==> config.mk <==
export PLATFORM = sky130hd
export DESIGN_NAME = learning_bridge_forwarder_flat
export DESIGN_NICKNAME = d
export VERILOG_FILES = /design/src/hdl/lbf_pkg.sv /design/src/hdl/lbf_in_if.sv /design/src/hdl/lbf_out_if.sv /design/src/hdl/lbf_ctrl.sv /design/src/hdl/lbf_datapath.sv /design/src/hdl/learning_bridge_forwarder.sv /design/src/flat_wrapper.sv
export VERILOG_INCLUDE_DIRS = /design/src /design/src/hdl
export SDC_FILE = /design/constraint.sdc
export NUM_CORES = 2
export LEC_CHECK = 0
export BUFFER_PORTS_ARGS = -buffer_cell sky130_fd_sc_hd__buf_2
export CAP_MARGIN = 20
export CELL_PAD_IN_SITES_DETAIL_PLACEMENT = 1
export CELL_PAD_IN_SITES_GLOBAL_PLACEMENT = 2
export CORE_UTILIZATION = 27
export DETAILED_ROUTE_END_ITERATION = 6
export PLACE_DENSITY = 0.47
export SYNTH_ARGS = -nofsm -noshare
export SYNTH_HDL_FRONTEND = slang
export SYNTH_SLANG_ARGS = --single-unit
==> constraint.sdc <==
create_clock -name clk -period 11 [get_ports clk]
set_clock_uncertainty 0.2 [all_clocks]
set_input_delay 1.65 -clock clk [delete_from_list [all_inputs] [get_ports clk]]
set_output_delay 1.65 -clock clk [all_outputs]
set_load 0.02 [all_outputs]
==> src/hdl/assert_macros.svh <==
// assertion shorthands used by lbf_datapath, clocked on clk and quiet during reset
`ifndef ASSERT_MACROS_SVH
`define ASSERT_MACROS_SVH

// property must hold at every clock edge
`define LBF_ASSERT(lbl, prop, msg) \
    lbl: assert property (@(posedge clk) disable iff (!rst_n) prop) \
        else $error(msg);

// condition must never occur
`define LBF_ASSERT_NEVER(lbl, prop, msg) \
    lbl: assert property (@(posedge clk) disable iff (!rst_n) !(prop)) \
        else $error(msg);

`endif

==> src/hdl/lbf_pkg.sv <==
package lbf_pkg;

    localparam int TABLE_ENTRIES = 16;
    localparam int PORT_COUNT    = 8;
    localparam int ADDRESS_BITS  = 32;
    localparam int IDX_W         = $clog2(TABLE_ENTRIES);
    localparam int CNT_W         = $clog2(TABLE_ENTRIES + 1);
    localparam int PORT_W        = 3;
    localparam int MASK_W        = 8;
    localparam int CONF_W        = 4;
    localparam int CFG_W         = 4;
    localparam int STAT_W        = 32;

    typedef logic [ADDRESS_BITS-1:0] addr_t;
    typedef logic [IDX_W-1:0]        idx_t;
    typedef logic [CNT_W-1:0]        cnt_t;
    typedef logic [PORT_W-1:0]       port_t;
    typedef logic [MASK_W-1:0]       mask_t;
    typedef logic [CONF_W-1:0]       conf_t;
    typedef logic [CFG_W-1:0]        cfg_t;
    typedef logic [STAT_W-1:0]       stat_t;
    typedef logic [TABLE_ENTRIES-1:0] row_vec_t;

    localparam conf_t CONF_NEW    = 4'd8;
    localparam conf_t CONF_MAX    = 4'd10;
    localparam cfg_t  PORTS_RESET = 4'd8;
    localparam mask_t MASK_SINGLE = 8'h01;

    typedef struct packed {
        logic load;
        logic src_cmp;
        logic src_sel;
        logic learn;
        logic dst_cmp;
        logic dst_sel;
        logic fwd;
    } ctrl_cmd_t;

    typedef struct packed {
        logic out_free;
    } dp_status_t;

    // ports 0 .. n-1 active, n forced into 1 .. PORT_COUNT
    function automatic mask_t active_mask(cfg_t ports);
        mask_t m;
        cfg_t  eff;
        eff = ports;
        if (eff == '0)
            eff = cfg_t'(1);
        if (eff > cfg_t'(PORT_COUNT))
            eff = cfg_t'(PORT_COUNT);
        for (int p = 0; p < MASK_W; p++)
            m[p] = (cfg_t'(p) < eff);
        return m;
    endfunction

endpackage

==> src/hdl/lbf_in_if.sv <==
interface lbf_in_if;
    logic                  valid;
    logic                  ready;
    lbf_pkg::addr_t        source_address;
    lbf_pkg::addr_t        destination_address;
    lbf_pkg::port_t        arrival_port;

    modport source (
        output valid, source_address, destination_address, arrival_port,
        input  ready
    );
    modport sink (
        input  valid, source_address, destination_address, arrival_port,
        output ready
    );
endinterface

==> src/hdl/lbf_out_if.sv <==
interface lbf_out_if;
    logic                  valid;
    logic                  ready;
    lbf_pkg::mask_t        forward_mask;
    logic                  route_hit;
    logic                  new_route_learned;
    logic                  learn_table_full;
    logic                  alternate_port_seen;
    lbf_pkg::conf_t        route_confidence;
    lbf_pkg::stat_t        route_uses;
    lbf_pkg::stat_t        packets_seen;
    lbf_pkg::stat_t        packets_routed;
    lbf_pkg::stat_t        packets_flooded;
    lbf_pkg::cnt_t         routes_known;

    modport source (
        output valid, forward_mask, route_hit, new_route_learned, learn_table_full,
               alternate_port_seen, route_confidence, route_uses, packets_seen,
               packets_routed, packets_flooded, routes_known,
        input  ready
    );
    modport sink (
        input  valid, forward_mask, route_hit, new_route_learned, learn_table_full,
               alternate_port_seen, route_confidence, route_uses, packets_seen,
               packets_routed, packets_flooded, routes_known,
        output ready
    );
endinterface

==> src/hdl/lbf_ctrl.sv <==
module lbf_ctrl (
    input  logic                   clk,
    input  logic                   rst_n,
    input  logic                   in_valid,
    output logic                   in_ready,
    input  lbf_pkg::dp_status_t    status,
    output lbf_pkg::ctrl_cmd_t     cmd
);

    localparam logic [2:0] S_IDLE    = 3'd0;
    localparam logic [2:0] S_SRC_CMP = 3'd1;
    localparam logic [2:0] S_SRC_SEL = 3'd2;
    localparam logic [2:0] S_LEARN   = 3'd3;
    localparam logic [2:0] S_DST_CMP = 3'd4;
    localparam logic [2:0] S_DST_SEL = 3'd5;
    localparam logic [2:0] S_FWD     = 3'd6;

    logic [2:0] state_reg;
    logic [2:0] state_next;

    always_ff @(posedge clk or negedge rst_n)
    begin
        if (!rst_n)
        begin
            state_reg <= S_IDLE;
        end
        else
        begin
            state_reg <= state_next;
        end
    end

    assign in_ready = (state_reg == S_IDLE);

    always_comb
    begin
        state_next  = state_reg;
        cmd         = '0;
        cmd.load    = in_valid && in_ready;
        unique case (state_reg)
            S_IDLE:
            begin
                if (in_valid)
                    state_next = S_SRC_CMP;
            end
            S_SRC_CMP:
            begin
                cmd.src_cmp = 1'b1;
                state_next  = S_SRC_SEL;
            end
            S_SRC_SEL:
            begin
                cmd.src_sel = 1'b1;
                state_next  = S_LEARN;
            end
            S_LEARN:
            begin
                cmd.learn  = 1'b1;
                state_next = S_DST_CMP;
            end
            S_DST_CMP:
            begin
                cmd.dst_cmp = 1'b1;
                state_next  = S_DST_SEL;
            end
            S_DST_SEL:
            begin
                cmd.dst_sel = 1'b1;
                state_next  = S_FWD;
            end
            S_FWD:
            begin
                // hold here until the result register can take the transfer
                if (status.out_free)
                begin
                    cmd.fwd    = 1'b1;
                    state_next = S_IDLE;
                end
            end
            default:
            begin
                state_next = S_IDLE;
            end
        endcase
    end

endmodule

==> src/hdl/lbf_datapath.sv <==
`include "assert_macros.svh"

module lbf_datapath (
    input  logic                   clk,
    input  logic                   rst_n,
    input  lbf_pkg::ctrl_cmd_t     cmd,
    output lbf_pkg::dp_status_t    status,
    input  logic                   cfg_we,
    input  lbf_pkg::cfg_t          cfg_wdata,
    input  lbf_pkg::addr_t         source_address,
    input  lbf_pkg::addr_t         destination_address,
    input  lbf_pkg::port_t         arrival_port,
    lbf_out_if.source              res_out
);

    // item registers
    lbf_pkg::addr_t   src_reg;
    lbf_pkg::addr_t   dst_reg;
    lbf_pkg::port_t   port_reg;

    // address table
    lbf_pkg::row_vec_t entry_valid_reg;
    lbf_pkg::addr_t   entry_addr_reg  [lbf_pkg::TABLE_ENTRIES];
    lbf_pkg::port_t   entry_port_reg  [lbf_pkg::TABLE_ENTRIES];
    lbf_pkg::conf_t   entry_conf_reg  [lbf_pkg::TABLE_ENTRIES];
    lbf_pkg::stat_t   entry_uses_reg  [lbf_pkg::TABLE_ENTRIES];
    lbf_pkg::mask_t   entry_alts_reg  [lbf_pkg::TABLE_ENTRIES];
    lbf_pkg::cnt_t    entry_count_reg;

    // search pipeline
    lbf_pkg::row_vec_t match_reg;
    lbf_pkg::row_vec_t free_reg;
    lbf_pkg::idx_t    sel_idx_reg;
    logic             sel_hit_reg;
    lbf_pkg::idx_t    free_idx_reg;
    logic             free_ok_reg;

    logic             learned_reg;
    logic             full_reg;
    logic             alt_reg;

    lbf_pkg::stat_t   seen_reg;
    lbf_pkg::stat_t   routed_reg;
    lbf_pkg::stat_t   flooded_reg;
    lbf_pkg::cfg_t    ports_reg;

    logic             out_valid_reg;

    lbf_pkg::addr_t   cmp_addr;
    lbf_pkg::row_vec_t match_vec;
    lbf_pkg::idx_t    enc_idx;
    logic             enc_hit;
    lbf_pkg::idx_t    free_idx;
    logic             free_ok;

    lbf_pkg::port_t   rd_port;
    lbf_pkg::conf_t   rd_conf;
    lbf_pkg::stat_t   rd_uses;
    lbf_pkg::mask_t   rd_alts;
    lbf_pkg::mask_t   arr_bit;
    lbf_pkg::mask_t   amask;
    logic             single_port;
    lbf_pkg::stat_t   uses_next;

    assign status.out_free = !out_valid_reg || res_out.ready;

    assign cmp_addr = cmd.src_cmp ? src_reg : dst_reg;

    always_comb
    begin
        for (int i = 0; i < lbf_pkg::TABLE_ENTRIES; i++)
            match_vec[i] = entry_valid_reg[i] && (entry_addr_reg[i] == cmp_addr);
    end

    // lowest matching and lowest free entry
    always_comb
    begin
        enc_idx  = '0;
        enc_hit  = 1'b0;
        free_idx = '0;
        free_ok  = 1'b0;
        for (int i = lbf_pkg::TABLE_ENTRIES - 1; i >= 0; i--)
        begin
            if (match_reg[i])
            begin
                enc_idx = lbf_pkg::IDX_W'(i);
                enc_hit = 1'b1;
            end
            if (free_reg[i])
            begin
                free_idx = lbf_pkg::IDX_W'(i);
                free_ok  = 1'b1;
            end
        end
    end

    assign rd_port     = entry_port_reg[sel_idx_reg];
    assign rd_conf     = entry_conf_reg[sel_idx_reg];
    assign rd_uses     = entry_uses_reg[sel_idx_reg];
    assign rd_alts     = entry_alts_reg[sel_idx_reg];
    assign arr_bit     = lbf_pkg::mask_t'(1) << port_reg;
    assign amask       = lbf_pkg::active_mask(ports_reg);
    assign single_port = (amask == lbf_pkg::MASK_SINGLE);
    assign uses_next   = rd_uses + lbf_pkg::stat_t'(1);

    // payload, search, table entry and result registers
    always_ff @(posedge clk)
    begin
        if (cmd.load)
        begin
            src_reg  <= source_address;
            dst_reg  <= destination_address;
            port_reg <= arrival_port;
        end
        if (cmd.src_cmp || cmd.dst_cmp)
        begin
            match_reg <= match_vec;
            free_reg  <= ~entry_valid_reg;
        end
        if (cmd.src_sel || cmd.dst_sel)
        begin
            sel_idx_reg  <= enc_idx;
            sel_hit_reg  <= enc_hit;
            free_idx_reg <= free_idx;
            free_ok_reg  <= free_ok;
        end
        if (cmd.learn)
        begin
            learned_reg <= 1'b0;
            full_reg    <= 1'b0;
            alt_reg     <= 1'b0;
            if (sel_hit_reg)
            begin
                if (rd_port == port_reg)
                begin
                    if (rd_conf < lbf_pkg::CONF_MAX)
                        entry_conf_reg[sel_idx_reg] <= rd_conf + lbf_pkg::conf_t'(1);
                end
                else if ({1'b0, port_reg} < (lbf_pkg::PORT_W + 1)'(lbf_pkg::PORT_COUNT))
                begin
                    if ((rd_alts & arr_bit) == '0)
                    begin
                        entry_alts_reg[sel_idx_reg] <= rd_alts | arr_bit;
                        alt_reg <= 1'b1;
                    end
                end
            end
            else if (free_ok_reg)
            begin
                entry_addr_reg[free_idx_reg] <= src_reg;
                entry_port_reg[free_idx_reg] <= port_reg;
                entry_conf_reg[free_idx_reg] <= lbf_pkg::CONF_NEW;
                entry_uses_reg[free_idx_reg] <= '0;
                entry_alts_reg[free_idx_reg] <= '0;
                learned_reg <= 1'b1;
            end
            else
            begin
                full_reg <= 1'b1;
            end
        end
        if (cmd.fwd)
        begin
            res_out.new_route_learned   <= learned_reg;
            res_out.learn_table_full    <= full_reg;
            res_out.alternate_port_seen <= alt_reg;
            res_out.packets_seen        <= seen_reg + lbf_pkg::stat_t'(1);
            res_out.routes_known        <= entry_count_reg;
            res_out.packets_routed      <= routed_reg;
            res_out.packets_flooded     <= flooded_reg;
            res_out.route_hit           <= 1'b0;
            res_out.route_confidence    <= '0;
            res_out.route_uses          <= '0;
            if (single_port)
            begin
                res_out.forward_mask <= (port_reg == '0) ? lbf_pkg::MASK_SINGLE : '0;
            end
            else if (sel_hit_reg)
            begin
                entry_uses_reg[sel_idx_reg] <= uses_next;
                res_out.route_hit           <= 1'b1;
                res_out.route_confidence    <= rd_conf;
                res_out.route_uses          <= uses_next;
                res_out.packets_routed      <= routed_reg + lbf_pkg::stat_t'(1);
                res_out.forward_mask        <= (lbf_pkg::mask_t'(1) << rd_port) & amask;
            end
            else
            begin
                res_out.packets_flooded <= flooded_reg + lbf_pkg::stat_t'(1);
                res_out.forward_mask    <= amask & ~arr_bit;
            end
        end
    end

    // control state, counters and configuration
    always_ff @(posedge clk or negedge rst_n)
    begin
        if (!rst_n)
        begin
            entry_valid_reg <= '0;
            entry_count_reg <= '0;
            seen_reg        <= '0;
            routed_reg      <= '0;
            flooded_reg     <= '0;
            ports_reg       <= lbf_pkg::PORTS_RESET;
            out_valid_reg   <= 1'b0;
        end
        else
        begin
            if (cfg_we)
                ports_reg <= cfg_wdata;
            if (cmd.learn && !sel_hit_reg && free_ok_reg)
            begin
                entry_valid_reg[free_idx_reg] <= 1'b1;
                entry_count_reg <= entry_count_reg + lbf_pkg::cnt_t'(1);
            end
            if (cmd.fwd)
            begin
                seen_reg <= seen_reg + lbf_pkg::stat_t'(1);
                if (!single_port && sel_hit_reg)
                    routed_reg <= routed_reg + lbf_pkg::stat_t'(1);
                if (!single_port && !sel_hit_reg)
                    flooded_reg <= flooded_reg + lbf_pkg::stat_t'(1);
            end
            priority if (cmd.fwd)
                out_valid_reg <= 1'b1;
            else if (res_out.ready)
                out_valid_reg <= 1'b0;
        end
    end

    assign res_out.valid = out_valid_reg;

    `LBF_ASSERT(a_count_matches_valid, $countones(entry_valid_reg) == int'(entry_count_reg), "entry count out of step with valid bits")
    `LBF_ASSERT(a_fwd_loads_result, cmd.fwd |=> out_valid_reg, "result not presented after forward step")
    `LBF_ASSERT_NEVER(a_learn_excl, out_valid_reg && res_out.new_route_learned && (res_out.learn_table_full || res_out.alternate_port_seen), "learn flags conflict")
    `LBF_ASSERT(a_miss_zero, (out_valid_reg && !res_out.route_hit) |-> (res_out.route_confidence == '0 && res_out.route_uses == '0), "miss carries entry data")

endmodule

==> src/hdl/learning_bridge_forwarder.sv <==
// channel   dir  handshake      payload
// pkt_in    in   valid/ready    source_address, destination_address, arrival_port
// res_out   out  valid/ready    forward_mask, flags, confidence, uses, counters
// cfg       in   cfg_we         cfg_wdata = ports_in_use
//
// a header steps through accept, then source compare, source select, learn,
// destination compare, destination select, forward; the table search is a
// registered compare across all entries followed by a priority pick
// the next header is taken while the previous result still waits on res_out
// the forward step stalls while the result register is full and not being taken
// rst_n clears the table valid bits, counters and ports_in_use (back to 8)
module learning_bridge_forwarder (
    input  logic             clk,
    input  logic             rst_n,
    lbf_in_if.sink           pkt_in,
    lbf_out_if.source        res_out,
    input  logic             cfg_we,
    input  lbf_pkg::cfg_t    cfg_wdata
);

    lbf_pkg::ctrl_cmd_t  cmd;
    lbf_pkg::dp_status_t status;

    lbf_ctrl u_ctrl (
        .clk      (clk),
        .rst_n    (rst_n),
        .in_valid (pkt_in.valid),
        .in_ready (pkt_in.ready),
        .status   (status),
        .cmd      (cmd)
    );

    lbf_datapath u_datapath (
        .clk                 (clk),
        .rst_n               (rst_n),
        .cmd                 (cmd),
        .status              (status),
        .cfg_we              (cfg_we),
        .cfg_wdata           (cfg_wdata),
        .source_address      (pkt_in.source_address),
        .destination_address (pkt_in.destination_address),
        .arrival_port        (pkt_in.arrival_port),
        .res_out             (res_out)
    );

endmodule
==> src/flat_wrapper.sv <==
// flat-port wrapper written by rule: the top's interface ports become plain ports
module learning_bridge_forwarder_flat 
  (clk, rst_n, cfg_we, cfg_wdata, pkt_in_valid, pkt_in_source_address, pkt_in_destination_address, pkt_in_arrival_port, pkt_in_ready, res_out_valid, res_out_forward_mask, res_out_route_hit, res_out_new_route_learned, res_out_learn_table_full, res_out_alternate_port_seen, res_out_route_confidence, res_out_route_uses, res_out_packets_seen, res_out_packets_routed, res_out_packets_flooded, res_out_routes_known, res_out_ready);
  lbf_in_if pkt_in_i ();
  lbf_out_if res_out_i ();
  input  logic clk;
  input  logic rst_n;
  input  logic cfg_we;
  input  lbf_pkg::cfg_t cfg_wdata;
  input wire logic [$bits(pkt_in_i.valid)-1:0] pkt_in_valid;
  input wire logic [$bits(pkt_in_i.source_address)-1:0] pkt_in_source_address;
  input wire logic [$bits(pkt_in_i.destination_address)-1:0] pkt_in_destination_address;
  input wire logic [$bits(pkt_in_i.arrival_port)-1:0] pkt_in_arrival_port;
  output wire logic [$bits(pkt_in_i.ready)-1:0] pkt_in_ready;
  output wire logic [$bits(res_out_i.valid)-1:0] res_out_valid;
  output wire logic [$bits(res_out_i.forward_mask)-1:0] res_out_forward_mask;
  output wire logic [$bits(res_out_i.route_hit)-1:0] res_out_route_hit;
  output wire logic [$bits(res_out_i.new_route_learned)-1:0] res_out_new_route_learned;
  output wire logic [$bits(res_out_i.learn_table_full)-1:0] res_out_learn_table_full;
  output wire logic [$bits(res_out_i.alternate_port_seen)-1:0] res_out_alternate_port_seen;
  output wire logic [$bits(res_out_i.route_confidence)-1:0] res_out_route_confidence;
  output wire logic [$bits(res_out_i.route_uses)-1:0] res_out_route_uses;
  output wire logic [$bits(res_out_i.packets_seen)-1:0] res_out_packets_seen;
  output wire logic [$bits(res_out_i.packets_routed)-1:0] res_out_packets_routed;
  output wire logic [$bits(res_out_i.packets_flooded)-1:0] res_out_packets_flooded;
  output wire logic [$bits(res_out_i.routes_known)-1:0] res_out_routes_known;
  input wire logic [$bits(res_out_i.ready)-1:0] res_out_ready;
  assign pkt_in_i.valid = pkt_in_valid;
  assign pkt_in_i.source_address = pkt_in_source_address;
  assign pkt_in_i.destination_address = pkt_in_destination_address;
  assign pkt_in_i.arrival_port = pkt_in_arrival_port;
  assign pkt_in_ready = pkt_in_i.ready;
  assign res_out_valid = res_out_i.valid;
  assign res_out_forward_mask = res_out_i.forward_mask;
  assign res_out_route_hit = res_out_i.route_hit;
  assign res_out_new_route_learned = res_out_i.new_route_learned;
  assign res_out_learn_table_full = res_out_i.learn_table_full;
  assign res_out_alternate_port_seen = res_out_i.alternate_port_seen;
  assign res_out_route_confidence = res_out_i.route_confidence;
  assign res_out_route_uses = res_out_i.route_uses;
  assign res_out_packets_seen = res_out_i.packets_seen;
  assign res_out_packets_routed = res_out_i.packets_routed;
  assign res_out_packets_flooded = res_out_i.packets_flooded;
  assign res_out_routes_known = res_out_i.routes_known;
  assign res_out_i.ready = res_out_ready;
  learning_bridge_forwarder u_core (.clk(clk), .rst_n(rst_n), .pkt_in(pkt_in_i), .res_out(res_out_i), .cfg_we(cfg_we), .cfg_wdata(cfg_wdata));
endmodule
==> flow_metrics.tcl <==
set metrics [dict create \
    status "finished, final reports clean" \
    antenna_left 0 \
    finalHoldViolCount 0 \
    synth_top_family_by_area "XOR/XNOR gates" \
    regArea_um2 48900 \
    synth_top_area_cell "edfxtp_1" \
    htreeDepth 4 \
    cp.arrival_ns 6.25 \
    ys_warn_count 0 \
    combPwrFrac_pct 26.4 \
    final_cell_count_no_fill 7731 \
    final_util_pct 32.2 \
    drcViolationCount 0 \
    ys_types 71 \
    vdd_ir_drop_max_mv 0.212 \
    period_needed_ns 6.01 \
    setup.worst_path.class "reg2reg" \
    fp.dieW_um 500 \
    syn_nets 3887 \
    grt_pass1_wl_mm 293 \
    slew_headroom_pct 23.6 \
    ys_seq_area_share_pct 73.1 \
    clk_pin_slew_worst_paths_ns 0.06 \
    synth-compound-area-share_pct 1.37 \
    drv_slew 0 \
    clock_path_buffers 3 \
    multi_input_area_um2 17600 \
    die_h_um 500 \
    design.core.area_um2 246000 \
    post-cts-setup-buffers 0 \
    clock_latency_ns 0.84 \
    crit_fanout 117 \
    portBuffers 226 \
    clock-sinks 1650 \
    clockPowerShare_pct 33.0 \
    rrSetupSlack_ns 4.99 \
    synth-simple-area-share_pct 6.24 \
    overflow 0 \
    synth-seq-cells 1650 \
    fmax_ghz 0.166 \
    cp_data_required_time_ns 11.24 \
    cts_resized 0 \
    cts_tree "yes" \
    drtIter0Drc 2359 \
    grt_max_degree 122 \
    min_path_type "reg2reg" \
    swShare_pct 32.7 \
    cts_inserted_buffers 193 \
    most-common-layout-cells "edfxtp_1, xor2_1, buf_2" \
    synth_edf_count 1525 \
    grt_pass1_vias 37500 \
    area_delta_synth_final_pct 18.7 \
    gp_congestion 0.736 \
    clockRootBuffer "clkbuf_16" \
    antenna_found_initial 20 \
    wl_per_cell_um 26.8 \
    internal_power_mw 12.8 \
    drive_above_1_share_pct 21.7 \
    p_total_mw 19.0 \
    viasPerCell 4.51 \
    synth_ff_type "edfxtp_1" \
    worstMarginPinSlew_ns 1.14 \
    die-area_um2 250000 \
    fin_crit_sh_pct 54.6 \
    powerDensity_nw_per_um2 239 \
    crit_path_start_kind "register" \
    nets 4325 \
    synthArstFlopShare_pct 7.58 \
    switchingPower_mw 6.21 \
    vias 34900 \
    synthXorXnorAreaFrac_pct 9.63 \
    postCtsHoldBufs 0 \
    synthCells 3805 \
    fill_cells 25100 \
    num_rows 182 \
    wirelength_mm 207 \
    synthAdderAreaFrac_pct 0.112 \
    start_util_pct 27.2 \
    drt-pass1-iter-count 4 \
    drv_cap 0 \
    final-setup-viol-count 0 \
    tns_ns 0 \
    final_common_cell "edfxtp_1" \
    synth_area_leaders "edfxtp_1, xor2_1, mux4_2" \
    grt.total_usage_pct 16.6 \
    pwr-share-seq_pct 40.7 \
    muxShareOfSynthArea_pct 8.03 \
    critPathCaptureType "register" \
    rsz0062_at_grt "false" \
    leakage_nw 26.4 \
    hold_slack_ns 0.246 \
    dp_hpwl_mm 123 \
    ioPinCount 227 \
    dp_cells 7356 \
    syn_area_um2 66900 \
    syn_avg_cell_area_um2 17.6 \
    synth_top_area_share_pct 68.5 \
]
[kinds of logic after synthesis]
family                     count (synthesis)
xor gates and xnor gates                 735
AOI/OAI and AO/OA                        137
and+or+nand+nor                          838
buffers and inverters                    178
adders and majority gates                  6
DFF                                     1650
muxes                                    261
[metal layers]
layer / track usage [%] / wire length (um)
met1: 22.5 / 94900
met4: 3.78 / 3770
met2: 28.0 / 101000
met3: 2.13 / 7250
met5: 0 / 0
[critical path, cell delays in order, from the launching register on]
cell,delay [ns]
edfxtp_1,0.32
buf_4,0.41
buf_12,0.59
buf_4,0.72
mux4_2,0.40
mux4_2,0.57
xnor2_1,0.16
nand3_1,0.20
a21boi_0,0.26
nor4b_2,0.44
a31oi_1,0.34
nor2_1,0.69
[area by class of cell]
type	count	share of cell area, %
repair buffers	382	3.01
inverters	39	0.194
clock buffers	266	6.58
well taps	3312	5.22
flip-flops and latches	1650	61.6
multi-input cells	1977	22.2
clock inverters	98	1.16
diodes	7	0.0221
[final timing paths]
check                                                 start                                          end  cells past startpoint
max reg2reg                u_core.u_datapath.sel_idx_reg[1]       u_core.u_datapath.entry_alts_reg[7][6]                     11
min in group asynchronous                             rst_n                u_core.u_datapath.seen_reg[8]                      1
min                           u_core.u_datapath.learned_reg  u_core.u_datapath.res_out.new_route_learned                      0
max in group asynchronous                             rst_n               u_core.u_datapath.ports_reg[0]                      3
max                        u_core.u_datapath.sel_idx_reg[1]       u_core.u_datapath.entry_alts_reg[7][6]                     11
min reg2reg                   u_core.u_datapath.learned_reg  u_core.u_datapath.res_out.new_route_learned                      0
[stage by stage]
stage	area, um2	setup slack, ns
floorplan	66900	3.39
global placement	73100	5.21
detailed placement	73200	5.04
CTS	79300	5.00
global route	79400	4.69
finish	79400	4.99
[synth_stat cells (22+ instances only)]
master	count
and2_1	22
dfrtp_1	124
edfxtp_1	1525
mux4_2	188
nor2_1	249
xor2_1	531
nor3_1	42
inv_1	37
nand4_1	130
nor4_1	57
buf_2	49
nand2_1	180
a22oi_1	39
xnor2_1	204
clkbuf_1	49
a21oi_1	38
nand3_1	64
[power groups by stage]
stage / Clock, mW / Sequential (mW) / Combinational (mW)
finish: 6.26 / 7.72 / 5.01
detailed placement: 0 / 7.86 / 5.11
floorplan: 0 / 7.91 / 2.96
CTS: 6.46 / 7.73 / 5.13
global route: 6.67 / 7.75 / 5.42
global placement: 0 / 7.87 / 5.08
No activity file was read; power rests on OpenSTA's default activity.
